`config.mk`:
```
export PLATFORM = sky130hd
export DESIGN_NAME = okst_cell
export DESIGN_NICKNAME = d
export VERILOG_FILES = /design/src/rtl/assert_macros.svh /design/src/rtl/okst_pkg.sv /design/src/rtl/okst_cell.sv
export SDC_FILE = /design/constraint.sdc
export NUM_CORES = 1
export LEC_CHECK = 0
export ABC_AREA = 1
export BUFFER_PORTS_ARGS = -buffer_cell sky130_fd_sc_hd__buf_2
export CAP_MARGIN = 20
export CORE_UTILIZATION = 50
export CTS_BUF_LIST = sky130_fd_sc_hd__clkbuf_8
export DETAILED_ROUTE_END_ITERATION = 6
export PLACE_DENSITY = 0.87
export SYNTH_ARGS = -nofsm -noshare
export SYNTH_HDL_FRONTEND = slang
export SYNTH_SLANG_ARGS = --single-unit
export TNS_END_PERCENT = 1
```
`constraint.sdc`:
```
create_clock -name clk_i -period 3.2 [get_ports clk_i]
set_clock_uncertainty 0.2 [all_clocks]
set_input_delay 0.48 -clock clk_i [delete_from_list [all_inputs] [get_ports clk_i]]
set_output_delay 0.48 -clock clk_i [all_outputs]
set_load 0.1 [all_outputs]
```
`src/rtl/assert_macros.svh`:
```
// Assertion helpers used by the RTL of the ordered key set table.
`ifndef ASSERT_MACROS_SVH
`define ASSERT_MACROS_SVH

// Concurrent check that is switched off while reset is asserted.
`define OKST_ASSERT(lbl, clk, rst_n, prop, msg) \
  lbl: assert property (@(posedge clk) disable iff (!rst_n) (prop)) else $error(msg);

// Concurrent check that must also hold while reset is asserted.
`define OKST_ASSERT_NR(lbl, clk, prop, msg) \
  lbl: assert property (@(posedge clk) (prop)) else $error(msg);

`endif

```
`src/rtl/okst_pkg.sv`:
```
`default_nettype none

package okst_pkg;

  typedef enum logic [1:0] {
    OP_INSERT   = 2'd0,
    OP_ERASE    = 2'd1,
    OP_CONTAINS = 2'd2,
    OP_GET      = 2'd3
  } okst_op_e;

  typedef enum logic {
    ST_IDLE  = 1'b0,
    ST_APPLY = 1'b1
  } okst_state_e;

  // Per-cycle command broadcast to every cell of the chain.
  typedef struct packed {
    logic cmp_en;
    logic ins_en;
    logic del_en;
  } okst_cell_ctrl_t;

  localparam int unsigned KeyFieldW   = 32;
  localparam int unsigned RankFieldW  = 6;
  localparam int unsigned CountFieldW = 7;

endpackage

`default_nettype wire

```
`src/rtl/okst_cell.sv`:
```
`default_nettype none

module okst_cell #(
  parameter int unsigned KEY_BITS = 32
) (
  input  wire logic                     clk_i,
  input  wire logic                     rst_ni,
  input  wire okst_pkg::okst_cell_ctrl_t ctrl_i,
  input  wire logic [KEY_BITS-1:0]      key_i,
  input  wire logic [KEY_BITS-1:0]      left_key_i,
  input  wire logic                     left_valid_i,
  input  wire logic                     left_gt_i,
  input  wire logic [KEY_BITS-1:0]      right_key_i,
  input  wire logic                     right_valid_i,
  output logic [KEY_BITS-1:0]           key_o,
  output logic                          valid_o,
  output logic                          eq_o,
  output logic                          gt_o
);

  logic [KEY_BITS-1:0] key_q, key_d;
  logic                valid_q, valid_d;
  logic                eq_q, eq_d;
  logic                gt_q, gt_d;

  always_comb begin
    key_d   = key_q;
    valid_d = valid_q;
    eq_d    = eq_q;
    gt_d    = gt_q;
    if (ctrl_i.cmp_en) begin
      // An empty cell counts as greater, so the chain splits at one place.
      eq_d = valid_q && (key_q == key_i);
      gt_d = !valid_q || (key_q > key_i);
    end
    if (ctrl_i.ins_en) begin
      valid_d = valid_q | left_valid_i;
      if (gt_q) begin
        key_d = left_gt_i ? left_key_i : key_i;
      end
    end
    if (ctrl_i.del_en && (eq_q || gt_q)) begin
      key_d   = right_key_i;
      valid_d = right_valid_i;
    end
  end

  always_ff @(posedge clk_i) begin
    key_q <= key_d;
  end

  always_ff @(posedge clk_i or negedge rst_ni) begin
    if (!rst_ni) begin
      valid_q <= 1'b0;
      eq_q    <= 1'b0;
      gt_q    <= 1'b0;
    end else begin
      valid_q <= valid_d;
      eq_q    <= eq_d;
      gt_q    <= gt_d;
    end
  end

  assign key_o   = key_q;
  assign valid_o = valid_q;
  assign eq_o    = eq_q;
  assign gt_o    = gt_q;

endmodule

`default_nettype wire

```
==> key figures, run 1 <==
Status
  • Outcome: completed

Timing
  • Hold slack: 0.224 ns
  • Fraction of the cycle the final worst path needs: 0.613
  • Actual slew at the worst max-slew pin: 0.967 ns
  • Final Hold Vio Count: 0
  • Max-slew violation count: 0
  • Minimum clock period: 1.96 ns
  • Final setup viols: 0
  • Setup TNS: 0 ns
  • Achievable Freq: 510 MHz
  • Slew headroom: 0.355
  • RSZ-0062 raised after global routing: no

Pwr
  • Pwr/cell area: 726 nW/µm²
  • Sequential share of power: 0.285
  • Int Pwr: 1.14 mW
  • Clk network pwr share: 0.138
  • VDD IR-drop max: 0.403 mV
  • Net switching power: 1.40 mW
  • Net Sw Frac: 0.551
  • Combinational share of power: 0.577
  • Leak pwr: 2.02 nW

Die
  • Chip Width: 75.2 µm
  • I/O pins: 139
  • Core ar.: 5140 µm²
  • Starting Density: 0.521
  • Die span in y: 75.2 µm
  • FP Rows: 26
  • Die area: 5650 µm²

Layout
  • Final net count: 636
  • Layout cells sized above 1: 0.303
  • Layout area overhead: 30.9%
  • # diodes: 0
  • Final Non-Filler Cells: 571
  • Layout Utilization: 0.682
  • Final instance area: 3510 µm²

Critical path
  • CP max FO: 35
  • Worst Path Arrival: 1.77 ns
  • Worst Setup Start Kind: flop
  • CP Capture Type: flop
  • Worst reg2reg setup slack: 1.24 ns
  • Kind of critical path: reg -> reg
  • Data required time of the worst path: 3.01 ns

Yosys
  • Post-Syn Instances: 364
  • Syn Std Cell Area: 2680 µm²
  • Largest area contributor in the netlist: edfxtp_1
  • Unique masters post-synth: 20
  • Post-Syn Nets: 500
  • Synth top area cells: edfxtp_1 (36%), nand2_1 (24%), ha_1 (15%)
  • Synth Warn #: 0
  • Yosys top cell area share: 0.359
  • Mean Syn Cell Area: 7.36 µm²
  • Yosys reg bits: 35
  • Sequential fraction of the synthesis area: 0.387

Routing
  • Drt drc: 0
  • Starting DRC count in detailed routing: 115
  • Routed wire length: 6830 µm
  • Drt wl/cell: 12.0 µm
  • Pre-Repair DR Iteration Count: 4
  • DRT antenna net count: 0
  • Vias per Instance: 4.87
  • Vias: 2782

Clocking
  • Worst skew pair latency: 0.28 ns
  • CTS buffer count: 5
  • Root buf cell: clkbuf_8
  • # H-tree levels: 2
  • TritonCTS clock tree: built
  • Clock-pin slew on the worst setup and hold paths: 0.07 ns
  • Maximum buffer depth of the clock tree: 2
  • Sink Count: 35

Global route
  • Number of global-route vias before repair: 2407
  • Overflow after GRT: 0
  • Antenna violations before repair: 0
  • First-pass GRT wire length: 10100 µm
  • Tot GR Track Use: 0.235
  • Pin count of the biggest net entering global routing: 65

Place
  • Placed cell count: 562
  • Post-DP Area: 3400 µm²
  • Detailed placement HPWL: 5170 µm
  • I/O Buffers: 138
  • RD Place Congestion: 0.781

Job
  • Max-cap viol count: 0

Worst hold path
  • Hold Crit Class: in -> reg
-- worst max-delay path, stage by stage (launching register included) --
cell     delay, ns
dfrtp_1       0.44
o21ai_2       0.15
buf_4         0.35
inv_2         0.34
nand2_1       0.13
o21ai_0       0.08
-- cell type report --
| cell class | count | area [µm²] |
|---|---|---|
| Timing Repair Buffer | 142 | 723 |
| Sequential cell | 35 | 1040 |
| Fill cell | 446 | 1630 |
| Inverter | 44 | 165 |
| Multi-Input combinational cell | 272 | 1390 |
| Tap cell | 70 | 87.6 |
| Clock buffer | 7 | 96.3 |
| Clock inverter | 1 | 3.75 |
-- cell families after synthesis --
family	synth area share
simple gates	0.265
buf+inv	0.0929
fa+ha+maj	0.149
flops	0.387
compound gates	0.106
-- layer usage --
metal	vias up	track usage	routed length, µm
met5	-	0	0
li1	1435	-	-
met2	103	0.433	3500
met3	5	0.0402	391
met4	0	0.0473	41
met1	1239	0.289	2900
-- synthesized netlist by cell type --
library cell	number
nand2_1	168
inv_1	43
o21ai_0	37
edfxtp_1	32
ha_1	32
a21oi_1	15
nor2_1	10
buf_2	7
buf_6	3
clkbuf_2	3
dfrtp_1	3
nand4_1	3
a21o_1	1
inv_2	1
nand3_1	1
nor2_2	1
nor3_1	1
o21a_1	1
o21ai_2	1
or2_2	1
-- flip-flops by register name, summed over array words and instances, names as in the netlist --
signal,count
eq_o,1
gt_o,1
key_o,32
valid_o,1
-- cell usage in the layout, fill, tap and decap left out, types with 3 or more instances in the layout --
master,Yosys,routed
nand2_1,168,168
buf_2,7,138
inv_1,43,44
o21ai_0,37,37
ha_1,32,32
edfxtp_1,32,32
a21oi_1,15,15
nor2_1,10,10
clkbuf_8,0,7
nand4_1,3,3
dfrtp_1,3,3
buf_4,0,3
-- power groups by stage --
| stage | Combinational, mW | Clock (mW) | Sequential [mW] |
|---|---|---|---|
| final | 1.47 | 0.352 | 0.726 |
| after global routing | 1.58 | 0.376 | 0.738 |
| after CTS | 1.47 | 0.359 | 0.727 |
| after detailed placement | 1.46 | 0 | 0.736 |
| after global placement | 1.44 | 0 | 0.732 |
| after floorplan | 0.387 | 0 | 1.55 |
-- path summary, 6_finish.rpt --
check                           from        to  depth (start not counted)
min in group asynchronous     rst_ni   valid_o                          2
setup reg to reg                gt_o  key_o[0]                          5
max in group asynchronous     rst_ni      eq_o                          2
setup / recovery                gt_o  key_o[0]                          5
hold / removal             ctrl_i[2]      eq_o                          2
hold reg to reg                 eq_o      eq_o                          2
-- metrics by stage --
step | setup slack, ns | power, mW
6_report | 1.24 | 2.55
5_1_grt | 1.08 | 2.69
4_1_cts | 1.24 | 2.56
3_5_place_dp | 1.14 | 2.20
3_3_place_gp | 1.16 | 2.17
2_1_floorplan | 0.542 | 1.94
-- timing repair --
action,CTS,global route
hold buffers,1,0
buffers inserted,0,0
endpoints found under the hold margin,3,0
gates resized for setup,0,0
Power figures use the tool's default switching activity.
==> run 2: changes to the inputs <==
--- a/config.mk
+++ b/config.mk
@@ -8,10 +8,10 @@
 export ABC_AREA = 1
 export BUFFER_PORTS_ARGS = -buffer_cell sky130_fd_sc_hd__buf_2
 export CAP_MARGIN = 20
-export CORE_UTILIZATION = 50
+export CORE_UTILIZATION = 43
 export CTS_BUF_LIST = sky130_fd_sc_hd__clkbuf_8
 export DETAILED_ROUTE_END_ITERATION = 6
-export PLACE_DENSITY = 0.87
+export PLACE_DENSITY = 0.8
 export SYNTH_ARGS = -nofsm -noshare
 export SYNTH_HDL_FRONTEND = slang
 export SYNTH_SLANG_ARGS = --single-unit
==> constraint.sdc (replaced) <==
create_clock -name clk_i -period 1.8 [get_ports clk_i]
set_clock_uncertainty 0.2 [all_clocks]
set_input_delay 0.27 -clock clk_i [delete_from_list [all_inputs] [get_ports clk_i]]
set_output_delay 0.27 -clock clk_i [all_outputs]
set_load 0.1 [all_outputs]
==> key figures, run 2 (synthesized netlist as in run 1, its figures left out) <==
Critical path
  • Max incr delay on CP: 0.44 ns (about the same)
  • CP Capture Type: flop (unchanged)
  • Kind of critical path: reg -> reg (unchanged)
  • Worst Path Arrival: 1.76 ns (was 1.77 ns)
  • Data required time of the worst path: 1.77 ns (was 3.01 ns)
  • RR Endpoint: gt_o (was key_o[0])
  • Crit-path most repeated cell: nand4_1
  • Slowest cell on the critical path: edfxtp_1 (was dfrtp_1)
  • Reg2Reg Depth: 8 (was 5)
  • Critical Path Sink: gt_o (was key_o[0])
  • Worst Setup Start Kind: flop (unchanged)
  • CP cell instances: ha_4 -> nand2_2 -> nor2_4 -> nand4_1 -> nor2_2 -> nand4_1 -> nand2_1 -> a21oi_1 (was o21ai_2 -> buf_4 -> inv_2 -> nand2_1 -> o21ai_0)
  • Reg2reg start: key_o[21] (was gt_o)
  • Worst reg2reg setup slack: 0.01 ns (was 1.24 ns)
  • CP max FO: 2 (was 35)
  • Critical Path Source: key_o[21] (was gt_o)

Global route
  • Pin count of the biggest net entering global routing: 65 (unchanged)
  • Antenna violations before repair: 0 (unchanged)
  • Tot GR Track Use: 0.212 (was 0.235)
  • Overflow after GRT: 0 (unchanged)
  • Number of global-route vias before repair: 2554 (was 2407)
  • First-pass GRT wire length: 10800 µm (was 10100 µm)

Die
  • I/O pins: 139 (unchanged)
  • Chip Width: 80.9 µm (was 75.2 µm)
  • FP Rows: 28 (was 26)
  • Die area: 6550 µm² (was 5650 µm²)
  • Core ar.: 5960 µm² (was 5140 µm²)
  • Starting Density: 0.450 (was 0.521)
  • Die span in y: 80.9 µm (was 75.2 µm)

Timing
  • Final setup viols: 0 (unchanged)
  • Achievable Freq: 560 MHz (was 510 MHz)
  • RSZ-0062 raised after global routing: yes (was no)
  • Actual slew at the worst max-slew pin: 0.623 ns (was 0.967 ns)
  • Slew headroom: 0.584 (was 0.355)
  • Minimum clock period: 1.79 ns (was 1.96 ns)
  • Fraction of the cycle the final worst path needs: 0.992 (was 0.613)
  • Final Hold Vio Count: 0 (unchanged)
  • Max-slew violation count: 0 (unchanged)

Routing
  • Drt drc: 0 (unchanged)
  • Routed wire length: 6880 µm (was 6830 µm)
  • Drt wl/cell: 11.9 µm (was 12.0 µm)
  • Vias per Instance: 4.76 (was 4.87)
  • Vias: 2755 (was 2782)
  • Pre-Repair DR Iteration Count: 4 (unchanged)
  • DRT antenna net count: 0 (unchanged)
  • Starting DRC count in detailed routing: 86 (was 115)

Clocking
  • Clock-pin slew on the worst setup and hold paths: 0.07 ns (about the same)
  • Maximum buffer depth of the clock tree: 2 (unchanged)
  • CTS buffer count: 5 (unchanged)
  • TritonCTS clock tree: built (unchanged)
  • Root buf cell: clkbuf_8 (unchanged)
  • # H-tree levels: 2 (unchanged)
  • Worst skew pair latency: 0.28 ns (about the same)
  • Sink Count: 35 (unchanged)

Layout
  • Final net count: 639 (was 636)
  • # diodes: 0 (unchanged)
  • Final Non-Filler Cells: 579 (was 571)
  • Layout area overhead: 34.7% (was 30.9%)
  • Layout cells sized above 1: 0.323 (was 0.303)
  • Most common cell after layout, fill and taps aside: nand2_1 (unchanged)
  • Commonest cells after routing, fill and taps aside: nand2_1 (165), buf_2 (138), inv_1 (44) (was nand2_1 (168), buf_2 (138), inv_1 (44))
  • Layout Utilization: 0.606 (was 0.682)
  • Flip-flop count of the largest register after layout: 32 (unchanged)

Pwr
  • Leak pwr: 2.04 nW (was 2.02 nW)
  • VDD IR-drop max: 0.744 mV (was 0.403 mV)
  • Pwr/cell area: 1270 nW/µm² (was 726 nW/µm²)

Place
  • RD Place Congestion: 0.812 (was 0.781)
  • Detailed placement HPWL: 5220 µm (was 5170 µm)
  • Placed cell count: 568 (was 562)
  • I/O Buffers: 138 (unchanged)

Status
  • Outcome: completed (unchanged)

Worst hold path
  • Hold Crit Class: in -> reg (unchanged)

Job
  • Max-cap viol count: 0 (unchanged)
run 2: changes by cell type in the layout (fill, tap and decap cells not counted), sizes merged:
cell         change
dlygate4sd3      +1
buf              +2
run 2: worst min path at each step:
stage                  start  endpoint  slack (ns)  depth (start not counted)
2_1_floorplan         rst_ni      eq_o       -0.23                          0
3_3_place_gp          rst_ni   valid_o       -0.13                          1
3_5_place_dp          rst_ni   valid_o       -0.13                          1
4_1_cts        right_valid_i   valid_o        0.01                          3
5_1_grt        right_valid_i   valid_o        0.03                          3
6_report       right_valid_i   valid_o        0.02                          3
run 2: per-stage QoR:
stage | hold slack, ns | power [mW] | setup slack [ns] | cell area (µm²) | setup TNS (ns)
2_1_floorplan | -0.226 | 3.45 | -0.329 | 2680 | -8.37
3_3_place_gp | -0.134 | 3.90 | 0.0965 | 3440 | 0
3_5_place_dp | -0.130 | 3.94 | -0.000859 | 3440 | -0.000859
4_1_cts | 0.0111 | 4.57 | 0.0205 | 3560 | 0
5_1_grt | 0.0347 | 4.84 | -0.111 | 3610 | -0.160
6_report | 0.0176 | 4.59 | 0.0138 | 3610 | 0
run 2: critical path: cells and delay by family, from the launching register on:
kind	cells	cell delay (ns)
AND/OR/NAND/NOR	6	0.69
adder cells (fa/ha/maj)	1	0.30
AO/OA/AOI/OAI	1	0.04
flip-flops	1	0.44
run 2: power by group:
group	total, mW	internal (mW)	switching [mW]
Sequential	1.30	1.17	0.125
Combinational	2.67	0.559	2.11
Clock	0.624	0.344	0.280
run 2: final cells by class:
cell class | instances | area (µm²)
fillers | 554 | 2350
repair buffers | 145 | 773
clock buffers | 7 | 96.3
clock inverters | 1 | 3.75
well taps | 75 | 93.8
multi-input cells | 272 | 1440
flip-flops and latches | 35 | 1040
inverters | 44 | 165
run 2: per-layer routing:
layer	part of all wire	global-route usage
met1	0.41	0.238
met2	0.51	0.409
met3	0.061	0.0303
met4	0.015	0.0607
met5	0	0
run 2: timing repair:
action,4_1_cts,5_1_grt
endpoints found under the setup margin,1,2
endpoints found under the hold margin,4,0
hold buffers,2,0
buffers inserted,0,1
pin swaps,0,6
resized for setup,1,6
==> run 3: changes to the inputs <==
--- a/config.mk
+++ b/config.mk
@@ -6,12 +6,14 @@
 export NUM_CORES = 1
 export LEC_CHECK = 0
 export ABC_AREA = 1
-export BUFFER_PORTS_ARGS = -buffer_cell sky130_fd_sc_hd__buf_2
 export CAP_MARGIN = 20
-export CORE_UTILIZATION = 43
+export CELL_PAD_IN_SITES_DETAIL_PLACEMENT = 1
+export CELL_PAD_IN_SITES_GLOBAL_PLACEMENT = 1
+export CORE_UTILIZATION = 41
 export CTS_BUF_LIST = sky130_fd_sc_hd__clkbuf_8
 export DETAILED_ROUTE_END_ITERATION = 6
-export PLACE_DENSITY = 0.8
+export DONT_BUFFER_PORTS = 1
+export PLACE_DENSITY_LB_ADDON = 0.1
 export SYNTH_ARGS = -nofsm -noshare
 export SYNTH_HDL_FRONTEND = slang
 export SYNTH_SLANG_ARGS = --single-unit
==> key figures, run 3 (synthesized netlist as in run 1, its figures left out) <==
Global route
  • First-pass GRT wire length: 12500 µm (was 10800 µm)
  • Number of global-route vias before repair: 2720 (was 2554)
  • Pin count of the biggest net entering global routing: 65 (unchanged)
  • Antenna violations before repair: 0 (unchanged)
  • Tot GR Track Use: 0.224 (was 0.212)
  • Overflow after GRT: 0 (unchanged)

Layout
  • Filler Cell Count: 811 (was 554)
  • Commonest cells after routing, fill and taps aside: nand2_1 (164), inv_1 (44), buf_4 (43) (was nand2_1 (165), buf_2 (138), inv_1 (44))
  • Final instance area: 3530 µm² (was 3610 µm²)
  • Layout area overhead: 31.9% (was 34.7%)
  • Layout cells sized above 1: 0.151 (was 0.323)
  • Most common cell after layout, fill and taps aside: nand2_1 (unchanged)
  • # diodes: 0 (unchanged)
  • Final net count: 573 (was 639)
  • Final Non-Filler Cells: 515 (was 579)
  • Flip-flop count of the largest register after layout: 32 (unchanged)

Pwr
  • VDD IR-drop max: 0.913 mV (was 0.744 mV)
  • Pwr/cell area: 1330 nW/µm² (was 1270 nW/µm²)
  • Leak pwr: 1.82 nW (was 2.04 nW)

Routing
  • Vias: 2615 (was 2755)
  • Routed wire length: 7660 µm (was 6880 µm)
  • DRT antenna net count: 0 (unchanged)
  • Vias per Instance: 5.08 (was 4.76)
  • Starting DRC count in detailed routing: 88 (was 86)
  • Drt wl/cell: 14.9 µm (was 11.9 µm)
  • Pre-Repair DR Iteration Count: 4 (unchanged)
  • Drt drc: 0 (unchanged)

Clocking
  • Sink Count: 35 (unchanged)
  • TritonCTS clock tree: built (unchanged)
  • Clock-pin slew on the worst setup and hold paths: 0.08 ns (was 0.07 ns)
  • Worst skew pair latency: 0.28 ns (about the same)
  • CTS buffer count: 5 (unchanged)
  • # H-tree levels: 2 (unchanged)
  • Maximum buffer depth of the clock tree: 2 (unchanged)
  • Root buf cell: clkbuf_8 (unchanged)

Timing
  • Final Hold Vio Count: 0 (unchanged)
  • RSZ-0062 raised after global routing: yes (unchanged)
  • Slew headroom: 0.573 (was 0.584)
  • Final setup viols: 0 (unchanged)
  • Setup TNS: 0 ns (unchanged)
  • Actual slew at the worst max-slew pin: 0.639 ns (was 0.623 ns)
  • Final Worst Setup Slack: 0.0395 ns (was 0.0138 ns)
  • Minimum clock period: 1.76 ns (was 1.79 ns)
  • Achievable Freq: 568 MHz (was 560 MHz)
  • Max-slew violation count: 0 (unchanged)
  • Fraction of the cycle the final worst path needs: 0.978 (was 0.992)

Die
  • Core ar.: 6310 µm² (was 5960 µm²)
  • I/O pins: 139 (unchanged)
  • Chip Width: 82.8 µm (was 80.9 µm)
  • Die span in y: 82.8 µm (was 80.9 µm)
  • Die area: 6860 µm² (was 6550 µm²)
  • Starting Density: 0.424 (was 0.450)
  • FP Rows: 29 (was 28)

Job
  • Max-cap viol count: 0 (unchanged)

Place
  • Detailed placement HPWL: 5470 µm (was 5220 µm)
  • RD Place Congestion: 0.768 (was 0.812)
  • Post-DP Area: 3000 µm² (was 3440 µm²)
  • I/O Buffers: 0 (was 138)
  • Placed cell count: 467 (was 568)
  • Post-Place Worst Slack: -0.00933 ns (was -0.000859 ns)

Worst hold path
  • Hold depth: 2 (was 3)
  • Hold Crit Class: in -> reg (unchanged)
  • Hold Crit Start: ctrl_i[1] (was right_valid_i)
  • Min-Delay Endpoint: valid_o (unchanged)

Critical path
  • Kind of critical path: reg -> reg (unchanged)
  • CP Capture Type: flop (unchanged)
  • Reg2reg start: key_o[21] (unchanged)
  • Worst reg2reg setup slack: 0.04 ns (was 0.01 ns)
  • Data required time of the worst path: 1.77 ns (about the same)
  • Worst Path Arrival: 1.73 ns (was 1.76 ns)
  • Reg2Reg Depth: 8 (unchanged)
  • RR Endpoint: gt_o (unchanged)
  • Worst Setup Start Kind: flop (unchanged)
  • CP max FO: 2 (unchanged)

Status
  • Outcome: completed (unchanged)
[run 3: final cells by class]
class                      instances  area, µm²  area share
tap                               77       96.3      0.0273
inverter                          44        165      0.0467
clock inverter                     2       7.51     0.00212
sequential                        35       1040       0.294
multi-input combinational        272       1450       0.410
clock buffer                       6       82.6      0.0234
timing repair buffer              79        693       0.196
[run 3: report_power, final]
part	total [mW]	switching (mW)	internal, mW
combinational	2.80	2.13	0.672
sequential	1.30	0.125	1.17
clock	0.590	0.289	0.301
total	4.69	2.54	2.15
[run 3: critical path: stages, from the launching register on]
cell and delay (ns):
edfxtp_1 0.43, ha_4 0.31, nand2_4 0.05, nor2_4 0.11, nand4_1 0.13, nor2_2 0.16
nand4_1 0.12, nand2_1 0.10, a21oi_2 0.03
[run 3: timing repair]
action / 4_1_cts / 5_1_grt
endpoints found under the setup margin: 1 / 2
pin swaps: 1 / 8
resized for setup: 2 / 9
endpoints found under the hold margin: 37 / 0
gates cloned: 0 / 0
hold buffers: 35 / 0
buffers inserted: 0 / 5
[run 3: metal layers]
layer  part of all wire  global-route usage  routed length [µm]  up-vias
met4             0.0051              0.0329                  39        0
met3              0.050              0.0567                 381        4
met2               0.50               0.408                3860       76
met5                  0                   0                   0        -
met1               0.44               0.269                3380     1225
li1                   -                   -                   -     1310
[run 3: how the worst max path moves through the flow]
stage	from	endpoint	slack, ns	depth (start not counted)
final	key_o[21]	gt_o	0.04	8
after global routing	key_o[23]	gt_o	-0.08	8
after CTS	key_o[23]	gt_o	0.02	8
after detailed placement	key_o[23]	gt_o	-0.009	8
after global placement	key_o[23]	gt_o	0.11	8
after floorplan	key_o[31]	gt_o	-0.33	8
[run 3: metrics by stage]
stage | hold WS (ns) | total power [mW] | utilization
after floorplan | -0.226 | 3.45 | -
after global placement | -0.225 | 3.93 | 0.475
after detailed placement | -0.225 | 3.96 | 0.475
after CTS | 0.0196 | 4.63 | 0.546
after global routing | 0.0354 | 4.94 | 0.560
final | 0.0179 | 4.69 | 0.560
